## src/rtl/cylinder_radial_histogram_macros.svh

```systemverilog
// Assertion macros for the cylinder radial histogram block.
// Included by rtl/cylinder_radial_histogram.sv; needs no other file.
`ifndef CYLINDER_RADIAL_HISTOGRAM_MACROS_SVH
`define CYLINDER_RADIAL_HISTOGRAM_MACROS_SVH

// Same-cycle implication, disabled while reset is asserted.
`define CHR_ASSERT_IMPL(lbl, clk_s, rstn_s, ante, cons) \
  lbl: assert property (@(posedge clk_s) disable iff (!rstn_s) (ante) |-> (cons)) \
    else $error("cylinder_radial_histogram: assertion failed");

// Next-cycle implication, disabled while reset is asserted.
`define CHR_ASSERT_NEXT(lbl, clk_s, rstn_s, ante, cons) \
  lbl: assert property (@(posedge clk_s) disable iff (!rstn_s) (ante) |=> (cons)) \
    else $error("cylinder_radial_histogram: assertion failed");

`endif

```

## src/rtl/chr_pkg.sv

```systemverilog
// Shared constants, codes and interface types of the cylinder radial histogram.
// No dependencies; used by chr_radial.sv and cylinder_radial_histogram.sv.
package chr_pkg;

  localparam int NBIN      = 128;
  localparam int BIN_W     = $clog2(NBIN);
  localparam int HIT_W     = 7;
  localparam int RBIN_W    = 7;
  localparam int CNT_W     = 32;
  localparam int POS_W     = 32;
  localparam int RAD_W     = 24;
  localparam int ROOT_W    = RAD_W + 1;
  localparam int R2_W      = 2 * ROOT_W;
  localparam int MUL_STEPS = RAD_W / 2;
  localparam int SQ_STEPS  = ROOT_W;
  localparam int Q_W       = $clog2(NBIN + 1);
  localparam int DIV_W     = RAD_W + Q_W;
  localparam int STEP_W    = $clog2(SQ_STEPS);
  localparam int CFG_IDX_W = 3;
  localparam int CFG_W     = 32;

  localparam logic [1:0] REQ_POS   = 2'd0;
  localparam logic [1:0] REQ_READ  = 2'd1;
  localparam logic [1:0] REQ_FRAME = 2'd2;

  localparam logic [CFG_IDX_W-1:0] REG_Z_LOW    = 3'd0;
  localparam logic [CFG_IDX_W-1:0] REG_Z_HIGH   = 3'd1;
  localparam logic [CFG_IDX_W-1:0] REG_CENTER_X = 3'd2;
  localparam logic [CFG_IDX_W-1:0] REG_CENTER_Y = 3'd3;
  localparam logic [CFG_IDX_W-1:0] REG_RADIUS   = 3'd4;

  localparam logic [POS_W-1:0] Z_LOW_RST    = 32'd508625;
  localparam logic [POS_W-1:0] Z_HIGH_RST   = 32'd802095;
  localparam logic [POS_W-1:0] CENTER_X_RST = 32'd185401;
  localparam logic [POS_W-1:0] CENTER_Y_RST = 32'd134742;
  localparam logic [RAD_W-1:0] RADIUS_RST   = 24'd60752;

  localparam logic [CNT_W-1:0] CNT_MAX = '1;

  typedef struct packed {
    logic             go;
    logic [RAD_W-1:0] ax;
    logic [RAD_W-1:0] ay;
    logic [RAD_W-1:0] rad;
  } rad_req_t;

  typedef struct packed {
    logic             done;
    logic             hit;
    logic [BIN_W-1:0] bin;
  } rad_res_t;

endpackage

```

## src/rtl/chr_radial.sv

```systemverilog
// Digit-serial radial unit: squares, integer square root and bin division.
// Depends on chr_pkg.
module chr_radial (
  input  logic              clk,
  input  logic              rst_n,
  input  chr_pkg::rad_req_t req,
  output chr_pkg::rad_res_t res
);

  localparam int RAD_W  = chr_pkg::RAD_W;
  localparam int ROOT_W = chr_pkg::ROOT_W;
  localparam int R2_W   = chr_pkg::R2_W;
  localparam int REM_W  = ROOT_W + 2;
  localparam int SH_W   = REM_W + 2;
  localparam int DIV_W  = chr_pkg::DIV_W;
  localparam int Q_W    = chr_pkg::Q_W;
  localparam int BIN_W  = chr_pkg::BIN_W;
  localparam int STEP_W = chr_pkg::STEP_W;

  localparam logic [2:0] U_IDLE = 3'd0;
  localparam logic [2:0] U_LOAD = 3'd1;
  localparam logic [2:0] U_MUL  = 3'd2;
  localparam logic [2:0] U_SQRT = 3'd3;
  localparam logic [2:0] U_CHK  = 3'd4;
  localparam logic [2:0] U_DIV  = 3'd5;

  logic [2:0]        state_r, state_nxt;
  logic [STEP_W-1:0] step_r, step_nxt;
  logic [RAD_W-1:0]  ax_r, ax_nxt, ay_r, ay_nxt, rad_r, rad_nxt;
  logic [RAD_W+1:0]  ax3_r, ax3_nxt, ay3_r, ay3_nxt;
  logic [RAD_W-1:0]  mx_r, mx_nxt, my_r, my_nxt;
  logic [R2_W-1:0]   acc_r, acc_nxt;
  logic [ROOT_W-1:0] root_r, root_nxt;
  logic [REM_W-1:0]  rem_r, rem_nxt;
  logic [DIV_W-1:0]  num_r, num_nxt, den_r, den_nxt;
  logic [Q_W-1:0]    quo_r, quo_nxt;
  logic              done_r, done_nxt, hit_r, hit_nxt;
  logic [BIN_W-1:0]  bin_r, bin_nxt;

  logic [SH_W-1:0]   sq_sh, sq_try, sq_dif;
  logic              sq_ge, dv_ge, in_pore;

  // One radix-4 digit of the multiplier selects 0, a, 2a or 3a.
  function automatic logic [RAD_W+1:0] pick(input logic [RAD_W-1:0] a,
                                            input logic [RAD_W+1:0] a3,
                                            input logic [1:0]       d);
    logic [RAD_W+1:0] p;
    unique case (d)
      2'd0:    p = '0;
      2'd1:    p = {2'b00, a};
      2'd2:    p = {1'b0, a, 1'b0};
      default: p = a3;
    endcase
    return p;
  endfunction

  always_comb begin
    sq_sh   = {rem_r, acc_r[R2_W-1 -: 2]};
    sq_try  = {2'b00, root_r, 2'b01};
    sq_ge   = (sq_sh >= sq_try);
    sq_dif  = sq_sh - sq_try;
    dv_ge   = (num_r >= den_r);
    in_pore = (root_r < ROOT_W'(rad_r)) ||
              ((root_r == ROOT_W'(rad_r)) && (rem_r == '0));

    state_nxt  = state_r;
    step_nxt   = step_r;
    ax_nxt     = ax_r;
    ay_nxt     = ay_r;
    rad_nxt    = rad_r;
    ax3_nxt    = ax3_r;
    ay3_nxt    = ay3_r;
    mx_nxt     = mx_r;
    my_nxt     = my_r;
    acc_nxt    = acc_r;
    root_nxt   = root_r;
    rem_nxt    = rem_r;
    num_nxt    = num_r;
    den_nxt    = den_r;
    quo_nxt    = quo_r;
    done_nxt   = 1'b0;
    hit_nxt    = hit_r;
    bin_nxt    = bin_r;

    unique case (state_r)
      U_IDLE: begin
        if (req.go) begin
          ax_nxt    = req.ax;
          ay_nxt    = req.ay;
          rad_nxt   = req.rad;
          mx_nxt    = req.ax;
          my_nxt    = req.ay;
          acc_nxt   = '0;
          state_nxt = U_LOAD;
        end
      end
      U_LOAD: begin
        ax3_nxt   = {2'b00, ax_r} + {1'b0, ax_r, 1'b0};
        ay3_nxt   = {2'b00, ay_r} + {1'b0, ay_r, 1'b0};
        step_nxt  = STEP_W'(chr_pkg::MUL_STEPS - 1);
        state_nxt = U_MUL;
      end
      U_MUL: begin
        // Both squares accumulate MSB first, two multiplier bits a cycle.
        acc_nxt = {acc_r[R2_W-3:0], 2'b00}
                + R2_W'(pick(ax_r, ax3_r, mx_r[RAD_W-1 -: 2]))
                + R2_W'(pick(ay_r, ay3_r, my_r[RAD_W-1 -: 2]));
        mx_nxt  = {mx_r[RAD_W-3:0], 2'b00};
        my_nxt  = {my_r[RAD_W-3:0], 2'b00};
        step_nxt = step_r - STEP_W'(1);
        if (step_r == '0) begin
          root_nxt  = '0;
          rem_nxt   = '0;
          step_nxt  = STEP_W'(chr_pkg::SQ_STEPS - 1);
          state_nxt = U_SQRT;
        end
      end
      U_SQRT: begin
        // Restoring square root: the sum of squares shifts out two bits a cycle.
        acc_nxt  = {acc_r[R2_W-3:0], 2'b00};
        rem_nxt  = sq_ge ? sq_dif[REM_W-1:0] : sq_sh[REM_W-1:0];
        root_nxt = {root_r[ROOT_W-2:0], sq_ge};
        step_nxt = step_r - STEP_W'(1);
        if (step_r == '0) begin
          state_nxt = U_CHK;
        end
      end
      U_CHK: begin
        if (!in_pore || (rad_r == '0)) begin
          done_nxt   = 1'b1;
          hit_nxt    = in_pore;
          bin_nxt    = '0;
          state_nxt  = U_IDLE;
        end else begin
          num_nxt   = DIV_W'(root_r[RAD_W-1:0]) * DIV_W'(chr_pkg::NBIN);
          den_nxt   = DIV_W'(rad_r) << (Q_W - 1);
          quo_nxt   = '0;
          step_nxt  = STEP_W'(Q_W - 1);
          state_nxt = U_DIV;
        end
      end
      U_DIV: begin
        num_nxt  = dv_ge ? (num_r - den_r) : num_r;
        den_nxt  = den_r >> 1;
        quo_nxt  = {quo_r[Q_W-2:0], dv_ge};
        step_nxt = step_r - STEP_W'(1);
        if (step_r == '0) begin
          // A point on the rim lands one past the last bin and is folded back.
          done_nxt   = 1'b1;
          hit_nxt    = 1'b1;
          bin_nxt    = (quo_nxt >= Q_W'(chr_pkg::NBIN)) ? BIN_W'(chr_pkg::NBIN - 1)
                                                        : quo_nxt[BIN_W-1:0];
          state_nxt  = U_IDLE;
        end
      end
      default: begin
        state_nxt = U_IDLE;
      end
    endcase
  end

  always_ff @(posedge clk) begin
    if (!rst_n) begin
      state_r <= U_IDLE;
      done_r  <= 1'b0;
    end else begin
      state_r <= state_nxt;
      done_r  <= done_nxt;
    end
  end

  always_ff @(posedge clk) begin
    step_r   <= step_nxt;
    ax_r     <= ax_nxt;
    ay_r     <= ay_nxt;
    rad_r    <= rad_nxt;
    ax3_r    <= ax3_nxt;
    ay3_r    <= ay3_nxt;
    mx_r     <= mx_nxt;
    my_r     <= my_nxt;
    acc_r    <= acc_nxt;
    root_r   <= root_nxt;
    rem_r    <= rem_nxt;
    num_r    <= num_nxt;
    den_r    <= den_nxt;
    quo_r    <= quo_nxt;
    hit_r    <= hit_nxt;
    bin_r    <= bin_nxt;
  end

  assign res.done   = done_r;
  assign res.hit    = hit_r;
  assign res.bin    = bin_r;

endmodule
```

## config.mk

```make
export PLATFORM = sky130hd
export DESIGN_NAME = chr_radial
export DESIGN_NICKNAME = d
export VERILOG_FILES = /design/src/rtl/cylinder_radial_histogram_macros.svh /design/src/rtl/chr_pkg.sv /design/src/rtl/chr_radial.sv
export SDC_FILE = /design/constraint.sdc
export NUM_CORES = 1
export LEC_CHECK = 0
export BUFFER_PORTS_ARGS = -buffer_cell sky130_fd_sc_hd__buf_2
export CORE_AREA = 2 2 238 263
export DETAILED_ROUTE_END_ITERATION = 10
export DIE_AREA = 0 0 240 265
export GPL_TIMING_DRIVEN = 0
export SLEW_MARGIN = 20
export SYNTH_ARGS = -nofsm -noshare
export SYNTH_HDL_FRONTEND = slang
export SYNTH_SLANG_ARGS = --single-unit
```

## constraint.sdc

```tcl
create_clock -name clk -period 6.77 [get_ports clk]
set_input_delay 0 -clock clk [delete_from_list [all_inputs] [get_ports clk]]
set_output_delay 0 -clock clk [all_outputs]
set_load 0.02 [all_outputs]
```

# == After elaboration in Yosys (flattened, before gate mapping) ==
# Cells that the tools add are included.
# Widths: inputs -> output; s select.
# word_totals
reg_bits,362
input_bits,75
output_inout_bits,9
wordCells,112
# classes
n_addsub,7
magnitude_cmp,4
n_eq_ne,17
muxes,41
reduce_logical,25
# ops
cell,count
$pmux 26 s3,2
$pmux 50 s3,1
$pmux 32 s2,2
$add 50x26->50,2
$mux 32,3
$pmux 24 s2,2
$mux 27,2
$pmux 27 s2,1
$add 24x25->26,2
$mux 26,2
$mux 50,1
$pmux 25 s2,1
$mux 24,2
$ge 32x32->1,1
$sub 32x32->32,1
$ge 29x27->1,1
$mux 7,4
$pmux 7 s2,2
$logic_not 27->1,1
$sub 27x27->27,1
$eq 25x24->1,1
$lt 25x24->1,1
$mux 25,1
$logic_not 24->1,1
other kinds (27),56

# == Logic depth before layout (Yosys ltp) ==
# Gate-level depths: netlist of the first run.
# logic_depth
ltp_word,7
mapped_depth,18

# == Least setup slack after synthesis of the first run ==
# OpenSTA, ideal clock, no wires.
# synth_path
path_kind,register -> register
start,register state_r[0]
end,register ax3_r[0] (enable)
setup_ns,0.526
t_arrival_ns,4.509
t_required_ns,6.244
path_slack_ns,1.736
path_stages_with_launch,5
path_buffers,2
cell_sequence,dfxtp_1 > clkbuf_1 > inv_2 > clkbuf_1 > nor3_1
# synth_via
elab_chain_cells,1
# synth_rtl
item,line_no,source
from (decl),chr_radial.sv:27,"logic [2:0] state_r, state_nxt;"
from (signal assigned),chr_radial.sv:167,state_r <= state_nxt;
$eq 3x1->1,chr_radial.sv:85,unique case (state_r)
to (signal assigned),chr_radial.sv:177,ax3_r <= ax3_nxt;
to (decl),chr_radial.sv:30,"logic [RAD_W+1:0] ax3_r, ax3_nxt, ay3_r, ay3_nxt;"
# No other way between the ends.
# A chain may end at the register's enable or synchronous reset.

# == Final worst setup path of the first run ==
# layout_path
start,register my_r[22]
end,"register acc_r[49], data pin"
# layout_via
elab_chain_cells,5
elab_cells_between_ends,7
classes_between,add/sub: 1; eq/ne: 2; mux: 3; reduce/logical: 1
# layout_rtl
item,line_no,source
from (decl),chr_radial.sv:31,"logic [RAD_W-1:0] mx_r, mx_nxt, my_r, my_nxt;"
from (signal assigned),chr_radial.sv:180,my_r <= my_nxt;
"$eq 2x2->1, or another cell as far along",chr_radial.sv:48,unique case (d)
$pmux 26 s3 (*),chr_radial.sv:48,
$mux 26 (*),chr_radial.sv:85,
$add 50x26->50 (*),chr_radial.sv:107,"+ R2_W'(pick(ay_r, ay3_r, my_r[RAD_W-1 -: 2]));"
$pmux 50 s3 (*),chr_radial.sv:85,
via acc_nxt[49],chr_radial.sv:32,"logic [R2_W-1:0] acc_r, acc_nxt;"
to (signal assigned),chr_radial.sv:181,acc_r <= acc_nxt;
to (decl),chr_radial.sv:32,
# The timed path passes the listed nets; every way through them passes the cells marked *. The select of a mux whose other input is x is not followed.

==> reports/qor.csv, run 1 <==
stage,metric,value,unit
run,maxCapViolations,0,
drt,drt-initial-drc-count,1027,
synthesis,synth.most_common_cell,edfxtp_1,
die,row_count,95,
drt,wl,57300,µm
synthesis,async_flop_share,0,
layout,drive_gt1_frac,0.122,
synthesis,synth_ff_type,edfxtp_1,
die,core_area,60900,µm²
synthesis,yosys_warnings,0,
drt,vias,17100,
setup_path,worstPathMaxFanout,10,
setup_path,path_cells,clkbuf_1 -> clkbuf_1 -> o21ai_0 -> a22o_1 -> fa_1 -> inv_1 -> fa_1 -> nor2b_1 -> o21a_1 -> o21a_1 -> o31a_1 -> o211ai_1 -> a2111oi_4 -> nor2_2 -> or3_1 -> a21oi_1,
setup_path,arrival,5430,ps
drt,routed_via_density,5.32,
sta,finalHoldViolCount,0,
clock_tree,post_cts_buffers,0,
clock_tree,root_buffer,clkbuf_16,
pwr,p_leak,10.8,nW
drt,antenna_left,0,
synthesis,synthCells,2148,
sta,maxSlewViolCount,0,
synthesis,ys_ff_latch,361,
synthesis,yosys.area.top_type,edfxtp_1,
synthesis,syn-num-nets,2412,
synthesis,syn_avg_cell_area,10.7,µm²
clock_tree,clk_pin_slew,50,ps
synthesis,synth_area_leaders,"edfxtp_1 (47%), ha_1 (8.8%), mux2_2 (4.3%), inv_1 (3.1%), nor2_1 (3.1%)",
die,initial_core_util,0.376,
setup_path,cp_slowest_stage_delay,530,ps
synthesis,syn_area,22900,µm²
layout,final_cell_area,26700,µm²
setup_path,cpMaxStageDelayCell,clkbuf_1,
clock_tree,cts_tree,built,
synthesis,yosys-top-cells-count,"edfxtp_1 (357), inv_1 (192), nor2_1 (187)",
clock_tree,clk_latency,570,ps
clock_tree,cts_made_buffers,43,
clock_tree,clk_path_buf_depth,3,
synthesis,ys_seq_area_frac,0.472,
clock_tree,htreeDepth,2,
die,io_pins,84,
placement,port_buffers,83,
global_routing,grt_pass1_vias,17500,
global_routing,antenna_found_initial,0,
pwr,p_per_area,268,nW/µm²
layout,n_antenna_cell,0,
die,die_area,63600,µm²
setup_path,cp-end-kind,flip-flop,
setup_path,timing.setup.critical_path_class,reg -> reg,
status,status,finished clean,
die,fp.dieW,240,µm
sta,worstMarginPinSlew,992,ps
clock_tree,cts.sinks,361,
layout,syn_to_final_growth,16.5,%
placement,gp_congestion,0.948,
synthesis,synth-edff-count,357,
sta,period_share,0.747,
global_routing,grt_pass1_wl,91400,µm
synthesis,yosysTopAreaCellShare,0.468,
sta,fin_crit,5060,ps
die,fp.dieH,265,µm
sta,fin_setup_tns,0,ps
sta,fin_skew,27.3,ps
min_path,hold_class,in -> reg,
drt,dr.pass1.iters,5,
drt,drc,0,
sta,slew_headroom,0.336,
placement,placedInstanceArea,24600,µm²
sta,max_freq,0.198,GHz
placement,hpwl,43300,µm
global_routing,grt_max_degree,50,
layout,fin_nets,2627,
synthesis,synth_cell_types,79,
pwr,vdd_drop_max,0.195,mV
setup_path,critPathLaunchType,flip-flop,
sta,rsz0062_at_grt,false,
sta,setup_violations,0,
drt,detail_route.wl_per_cell,17.8,µm
global_routing,grtUsageTotal,0.181,
setup_path,worst_ep_required_time,7140,ps
global_routing,grt-ovfl-total,0,
[cell usage in the layout (no fill, tap or decap), types with 25 or more instances in the layout]
master,instances
clkbuf_16,43
a22oi_1,44
nand3_1,30
dlygate4sd3_1,74
ha_1,161
nor3_1,25
clkbuf_1,58
buf_2,88
a21oi_1,129
xor2_1,49
fa_1,28
edfxtp_1,357
o21ai_0,117
inv_1,192
mux2i_1,27
xnor2_1,67
mux2_2,87
a21o_1,73
o21a_1,26
nand2_1,147
nor2_1,184
[worst max-delay path, delay by kind of cell (launching register included)]
family,cells,cell delay [ps]
AO/OA/AOI/OAI,8,1780
buffers and inverters,3,1040
adder cells (fa/ha/maj),2,960
AND/OR/NAND/NOR,3,680
flip-flops,1,380
[worst paths after layout]
kind / startpoint / endpoint / slack (ps) / depth (start not counted)
max: my_r[22] / acc_r[49] / 1710 / 16
min: req[72] / rad_r[8] / 80 / 2
max reg2reg: my_r[22] / acc_r[49] / 1710 / 16
min reg2reg: ay_r[0] / ay3_r[0] / 540 / 0
[layer usage]
metal | vias up | global-route usage | share of wire
li1 | 8314 | - | -
met1 | 8279 | 0.215 | 0.42
met2 | 407 | 0.329 | 0.51
met3 | 106 | 0.0231 | 0.038
met4 | 0 | 0.0690 | 0.034
met5 | - | 0 | 0
[layout make-up]
class | instances | area (µm²)
Buffer | 70 | 303
Clock buffer | 48 | 1090
Clock inverter | 27 | 203
Fill cell | 5806 | 34200
Inverter | 194 | 728
Multi-Input combinational cell | 1523 | 11100
Sequential cell | 361 | 10800
Tap cell | 824 | 1030
Timing Repair Buffer | 170 | 1400
[cells by family (layout without fill, tap and decap cells)]
kind of cell / after synthesis / after routing / synth area share
simple gates: 558 / 558 / 0.115
compound gates: 546 / 546 / 0.157
flops: 361 / 361 / 0.472
buf+inv: 264 / 509 / 0.0450
fa+ha+maj: 189 / 189 / 0.112
xor+xnor: 116 / 116 / 0.0444
mux: 114 / 114 / 0.0546
[flip-flops by register name, summed over array words and instances (netlist names), 7 cells and up]
| register | count |
|---|---|
| root_r | 25 |
| quo_r | 7 |
| ax3_r | 26 |
| mx_r | 24 |
| ax_r | 24 |
| ay3_r | 26 |
| num_r | 32 |
| acc_r | 50 |
| bin_r | 7 |
| ay_r | 24 |
| rem_r | 27 |
| my_r | 24 |
| rad_r | 24 |
| den_r | 31 |
[per-stage QoR]
step | power, W | std cells | worst slack, ps | hold slack (ps) | utilization
6_report | 0.00714 | 3217 | 1710 | 84.4 | 0.438
5_1_grt | 0.00755 | 3217 | 1320 | 88.1 | 0.438
4_1_cts | 0.00720 | 3217 | 1680 | 70.3 | 0.438
3_5_place_dp | 0.00493 | 3068 | 1740 | 178 | 0.405
3_3_place_gp | 0.00487 | 3055 | -438 | 179 | 0.400
2_1_floorplan | 0.00442 | 2148 | 1740 | 98.9 | -
[power breakdown]
part	switching (W)	internal [W]	total, W
Combinational	0.00125	0.000883	0.00213
Sequential	0.000105	0.00271	0.00281
Clock	0.000929	0.00127	0.00220
Total	0.00228	0.00486	0.00714
[repair_timing]
action                     4_1_cts  5_1_grt
gates resized for setup          0        0
hold buffers                    74        0
hold endpoints to repair       124        0
setup endpoints to repair        0        0
No activity file was read; power rests on OpenSTA's default activity.
==> inputs of run 2 (changes only) <==
Clock period 6.77 ns to 4.3 ns, I/O delays scaled along.
==> run 2 against run 1 <==
Effect of this change: combinational power grew 73%; critical path depth grew 3; worst setup slack lost 1700 ps; power grew 60%; worst hold slack lost 1.6 ps; die area is the same; core utilization grew 1.0 points; cell count grew 0.84%; clock power grew 52%; highest routed layer unchanged.
==> reports/qor.csv, run 2 (same netlist as run 1, synthesis figures left out) <==
stage,metric,value,unit
die,core_area,60900,µm²
setup_path,r2r-start,mx_r[22],
placement,dp_slack,-751,ps
clock_tree,htreeDepth,2,
sta,setup_violations,0,
clock_tree,clk_latency,580,ps
setup_path,arrival,4670,ps
placement,dp_cells,3066,
setup_path,worstPathMaxFanout,9,
clock_tree,cts_tree,built,
pwr,p_leak,10.9,nW
layout,n_antenna_cell,0,
die,fp.dieH,265,µm
global_routing,grt_pass1_vias,17700,
drt,routed_via_density,5.28,
global_routing,grtUsageTotal,0.181,
layout,final_common_cell,edfxtp_1,
sta,maxSlewViolCount,0,
global_routing,grt_max_degree,50,
drt,wl,57600,µm
drt,drt-initial-drc-count,1019,
layout,fillCellCount,5786,
drt,detail_route.wl_per_cell,17.7,µm
setup_path,timing.setup.critical_path_class,reg -> reg,
drt,vias,17100,
run,maxCapViolations,0,
sta,finalHoldViolCount,0,
setup_path,cp-end-kind,flip-flop,
clock_tree,clk_pin_slew,60,ps
sta,fin_skew,23.4,ps
clock_tree,cts_made_buffers,43,
min_path,min-delay-start,req[72],
clock_tree,root_buffer,clkbuf_16,
sta,rsz0062_at_grt,true,
clock_tree,cts.sinks,361,
layout,mostFrequentLayoutCells,"edfxtp_1 (357), inv_1 (188), nor2_1 (183)",
drt,dr.pass1.iters,5,
status,status,finished clean,
layout,stdcell_count,3244,
sta,period_share,0.991,
sta,max_freq,0.235,GHz
placement,hpwl,43200,µm
placement,port_buffers,83,
setup_path,worst_ep_required_time,4710,ps
setup_path,critPathLaunchType,flip-flop,
pwr,vdd_drop_max,0.299,mV
drt,antenna_left,0,
layout,syn_to_final_growth,19.2,%
clock_tree,clk_path_buf_depth,3,
layout,largest_reg_flops,50,
die,row_count,95,
layout,regMostFlops,acc_r,
global_routing,antenna_found_initial,0,
die,io_pins,84,
global_routing,grt-ovfl-total,0,
sta,fin_setup_tns,0,ps
drt,drc,0,
min_path,hold_class,in -> reg,
die,die_area,63600,µm²
sta,worst_slack,40.5,ps
sta,slew_headroom,0.313,
layout,drive_gt1_frac,0.162,
sta,fin_crit,4260,ps
die,initial_core_util,0.376,
placement,gp_congestion,0.875,
pwr,p_per_area,420,nW/µm²
layout,reg.largest.list,"acc_r: 50 flops, num_r: 32 flops, den_r: 31 flops",
setup_path,crit_path_start,mx_r[22],
global_routing,grt_pass1_wl,91900,µm
die,fp.dieW,240,µm
layout,fin_nets,2651,
sta,worstMarginPinSlew,1030,ps
[run 2: cell types whose count changed in the layout (fill, tap and decap cells not counted), moves of 10 or more]
cell and delta:
a22oi_1 -19, a22oi_2 +19, buf_4 +25, clkbuf_1 -11, ha_1 -11, o21ai_0 -10
[run 2: final cells by class]
| cell class | instances | area, µm² | area share |
|---|---|---|---|
| inverter | 194 | 728 | 0.0267 |
| tap | 824 | 1030 | 0.0378 |
| timing repair buffer | 196 | 1610 | 0.0591 |
| buffer | 68 | 369 | 0.0135 |
| multi-input combinational | 1523 | 11500 | 0.422 |
| sequential | 361 | 10800 | 0.396 |
| clock buffer | 52 | 1110 | 0.0407 |
| clock inverter | 26 | 140 | 0.00513 |
[run 2: metal layers]
metal  GRT usage  vias to the layer above  part of all wire
met5           0                        -                 0
met4      0.0655                        0             0.030
met3      0.0233                       93             0.035
met2       0.328                      368              0.51
met1       0.218                     8291              0.42
li1            -                     8369                 -
[run 2: timing repair]
item                       4_1_cts  5_1_grt
pin swaps                       17       39
setup endpoints to repair       39       60
hold endpoints to repair       124        0
resized for setup               45       89
gates cloned                     0        1
setup buffers                   21        7
hold buffers                    74        0
[run 2: final timing paths]
kind | endpoint | slack (ps) | cells past startpoint
setup reg to reg | acc_r[27] | 40 | 19
hold reg to reg | ay3_r[0] | 540 | 0
setup / recovery | acc_r[27] | 40 | 19
hold / removal | rad_r[23] | 80 | 2
[run 2: critical path, stage by stage, from the launching register on]
cell,delay (ps)
edfxtp_1,430
clkbuf_8,170
buf_6,130
buf_4,130
mux2_2,270
a22oi_2,310
fa_1,460
inv_1,70
ha_2,200
a21oi_1,70
nor2_1,120
a2111oi_2,60
or2_1,250
a21o_1,210
a2111oi_4,330
buf_4,190
nor2_4,70
buf_6,150
or3_4,320
a21oi_2,140
[run 2: where the power goes]
| group | switching [W] | internal, W | leakage [nW] |
|---|---|---|---|
| logic | 0.00209 | 0.00159 | 6.99 |
| registers | 0.000177 | 0.00427 | 3.35 |
| clock network | 0.00150 | 0.00184 | 0.611 |
| total | 0.00377 | 0.00770 | 10.9 |
[run 2: through the flow]
step	util	hold slack (ps)	instance area (µm²)	power, W
floorplan	-	98.9	22900	0.00696
global placement	0.400	179	24400	0.00767
detailed placement	0.405	178	24600	0.00776
CTS	0.443	59.7	27000	0.0113
global route	0.449	85.6	27300	0.0121
finish	0.449	82.8	27300	0.0115
==> inputs of run 3 (changes only) <==
Settings changed: ABC_AREA set to 1, CORE_AREA 2 2 238 263 to 2 2 245 271, DIE_AREA 0 0 240 265 to 0 0 247 273.
==> run 3 against run 2 <==
Effect of this change: die area rose by 6.0%; sequential power rose by 29%; first-iteration DRC count rose by 31%; worst hold slack improved by 45 ps; critical path type unchanged; non-clock buffer count fell by 33; maximum frequency rose by 3.2%; largest power group is now combinational cells.
==> reports/qor.csv, run 3 <==
stage,metric,value,unit
status,status,finished clean,
clock_tree,htreeDepth,2,
global_routing,grt_max_degree,51,
drt,drt-initial-drc-count,1335,
layout,fillCellCount,6391,
run,maxCapViolations,0,
synthesis,synth_cell_types,51,
drt,vias,20600,
synthesis,yosys.area_share.simple,0.213,
clock_tree,clk_latency,590,ps
synthesis,yosysTopAreaCellShare,0.439,
synthesis,yosys-top-cells-count,"nand2_1 (693), inv_1 (456), edfxtp_1 (357)",
setup_path,cp.depth,20,
synthesis,synth-edff-count,357,
sta,whs,128,ps
synthesis,synth_xor_area_frac,0.0258,
pwr,p_sw,0.00827,W
synthesis,syn-num-nets,3244,
drt,dr.pass1.iters,5,
min_path,hold_depth,2,
global_routing,antenna_found_initial,0,
pwr,p_seq_frac,0.309,
clock_tree,cts.sinks,361,
pwr,power.internal,0.0103,W
layout,largest_reg_flops,50,
synthesis,synthMuxAreaShare,0,
setup_path,ff2ff_path_depth,20,
global_routing,grt-ovfl-total,0,
clock_tree,root_buffer,clkbuf_16,
sta,slew_headroom,0.316,
drt,antenna_left,0,
sta,maxSlewViolCount,0,
drt,dr_wl_met2,34200,µm
layout,n_antenna_cell,0,
drt,detail_route.wl_per_cell,16.9,µm
synthesis,synth_compound_area_frac,0.131,
synthesis,synthAdderAreaFrac,0.105,
synthesis,async_flop_share,0,
pwr,swShare,0.446,
sta,setup_violations,0,
layout,reg.largest.list,"acc_r: 50 flops, num_r: 32 flops, den_r: 31 flops",
synthesis,synth.most_common_cell,nand2_1,
die,row_count,98,
global_routing,grt_pass1_vias,20600,
clock_tree,cts_tree,built,
min_path,hold_class,in -> reg,
layout,final_cell_area,28400,µm²
clock_tree,cts_made_buffers,43,
setup_path,path_cells,inv_2 -> nor2_2 -> inv_1 -> buf_4 -> o221ai_1 -> fa_1 -> inv_1 -> fa_1 -> inv_1 -> nand3_1 -> nand2_1 -> nand2_1 -> nand2_1 -> inv_1 -> o21ai_4 -> nand2_1 -> nand2_1 -> nand3_1 -> nand3_1 -> o21ai_0,
setup_path,cpMaxStageDelayCell,fa_1,
layout,syn_to_final_growth,16.5,%
clock_tree,clk_path_buf_depth,3,
sta,finalHoldViolCount,0,
synthesis,yosys_warnings,0,
setup_path,crit_path_frequent_cell,nand2_1,
die,fp.dieW,247,µm
setup_path,timing.setup.critical_path_class,reg -> reg,
synthesis,yosys.area.top_type,edfxtp_1,
placement,port_buffers,83,
setup_path,r2r_slack,170,ps
synthesis,synth_top_family_by_area,simple AND/OR/NAND/NOR gates,
setup_path,worstPathMaxFanout,10,
drt,drt-met1-wl,29600,µm
synthesis,syn_avg_cell_area,8.19,µm²
layout,final_common_cell,nand2_1,
drt,drc,0,
synthesis,synth_ff_type,edfxtp_1,
synthesis,syn_area,24400,µm²
synthesis,synthCells,2980,
setup_path,cp_slowest_stage_delay,590,ps
clock_tree,clk_pin_slew,60,ps
pwr,vdd_drop_max,0.363,mV
global_routing,grtUsageTotal,0.206,
placement,hpwl,54100,µm
setup_path,cp.buffers_inverters,6,
die,die_area,67400,µm²
synthesis,synth_area_leaders,"edfxtp_1 (44%), nand2_1 (11%), ha_1 (8.3%), inv_1 (7.0%), nor2_1 (4.9%)",
die,initial_core_util,0.378,
layout,regMostFlops,acc_r,
pwr,pwr-share-comb,0.499,
drt,route.met3.wl,2580,µm
placement,gp_congestion,0.944,
drt,routed_via_density,5.04,
sta,rsz0062_at_grt,false,
drt,highest_layer,met4,
global_routing,grt_pass1_wl,109000,µm
layout,mostFrequentLayoutCells,"nand2_1 (690), inv_1 (453), edfxtp_1 (357)",
drt,wl,68800,µm
setup_path,cpLargestDelayFamily,adder cells,
synthesis,ys_ff_latch,361,
sta,period_share,0.959,
placement,placedInstanceArea,26200,µm²
setup_path,cp-end-kind,flip-flop,
setup_path,critPathLaunchType,flip-flop,
pwr,pwr-share-clk,0.192,
pwr,p_per_area,653,nW/µm²
layout,drive_gt1_frac,0.0792,
die,core_area,64600,µm²
setup_path,worst_ep_required_time,4570,ps
die,io_pins,84,
sta,fin_skew,22.9,ps
setup_path,arrival,4400,ps
sta,max_freq,0.242,GHz
pwr,p_leak,12.4,nW
synthesis,ys_seq_area_frac,0.442,
die,fp.dieH,273,µm
layout,fin_util,0.440,
layout,fin_nets,3465,
sta,worstMarginPinSlew,1030,ps
sta,fin_crit,4130,ps
run 3: worst register-to-register path, delay by kind of cell (launching register included):
kind            cells  cell delay (ps)
flops               1              470
simple gates        9              930
compound gates      3              600
buf+inv             6              790
fa+ha+maj           2             1050
run 3: final cells by class:
| cell class | instances | area (µm²) | area share |
|---|---|---|---|
| Timing Repair Buffer | 177 | 1500 | 0.0527 |
| Inverter | 465 | 1750 | 0.0616 |
| Clock inverter | 23 | 200 | 0.00704 |
| Clock buffer | 55 | 1140 | 0.0401 |
| Multi-Input combinational cell | 2099 | 11700 | 0.412 |
| Buffer | 54 | 269 | 0.00946 |
| Sequential cell | 361 | 10800 | 0.380 |
| Tap cell | 850 | 1060 | 0.0374 |
run 3: per-stage QoR:
| stage | total power [W] | setup WS (ps) | TNS, ps | instances |
|---|---|---|---|---|
| after floorplan | 0.0121 | 151 | 0 | 2980 |
| after global placement | 0.0146 | -2290 | -302940 | 3913 |
| after detailed placement | 0.0148 | -507 | -4900 | 3924 |
| after CTS | 0.0185 | 34.5 | 0 | 4078 |
| after global routing | 0.0200 | 5.81 | 0 | 4084 |
| final | 0.0186 | 174 | 0 | 4084 |
run 3: kinds of logic (layout without fill, tap and decap cells):
logic type | count (synthesis) | in the layout
buffers and inverters | 520 | 774
xor gates and xnor gates | 72 | 72
DFF | 361 | 361
adders and majority gates | 189 | 189
and+or+nand+nor | 1258 | 1258
AOI/OAI and AO/OA | 580 | 580
run 3: path summary, 6_finish.rpt:
path | startpoint | end
min reg2reg | mx_r[18] | mx_r[20]
max | mx_r[23] | acc_r[49]
max reg2reg | mx_r[23] | acc_r[49]
min | req[4] | rad_r[4]
run 3: power groups by stage:
stage	logic, W	clock network, W	registers, W
6_report	0.00925	0.00356	0.00574
5_1_grt	0.0104	0.00377	0.00584
4_1_cts	0.00911	0.00364	0.00574
3_5_place_dp	0.00897	0	0.00579
3_3_place_gp	0.00865	0	0.00593
2_1_floorplan	0.00636	0	0.00572
run 3: per-layer routing:
layer,vias up,global-route usage
li1,10500,-
met1,9611,0.251
met2,410,0.374
met3,110,0.0246
met4,0,0.0663
met5,-,0
run 3: repair_timing:
item | CTS | global route
hold endpoints to repair | 124 | 0
hold buffers | 75 | 0
cloned | 0 | 0
resized for setup | 7 | 25
endpoints found under the setup margin | 32 | 30
pin swaps | 0 | 0
setup buffers | 2 | 6
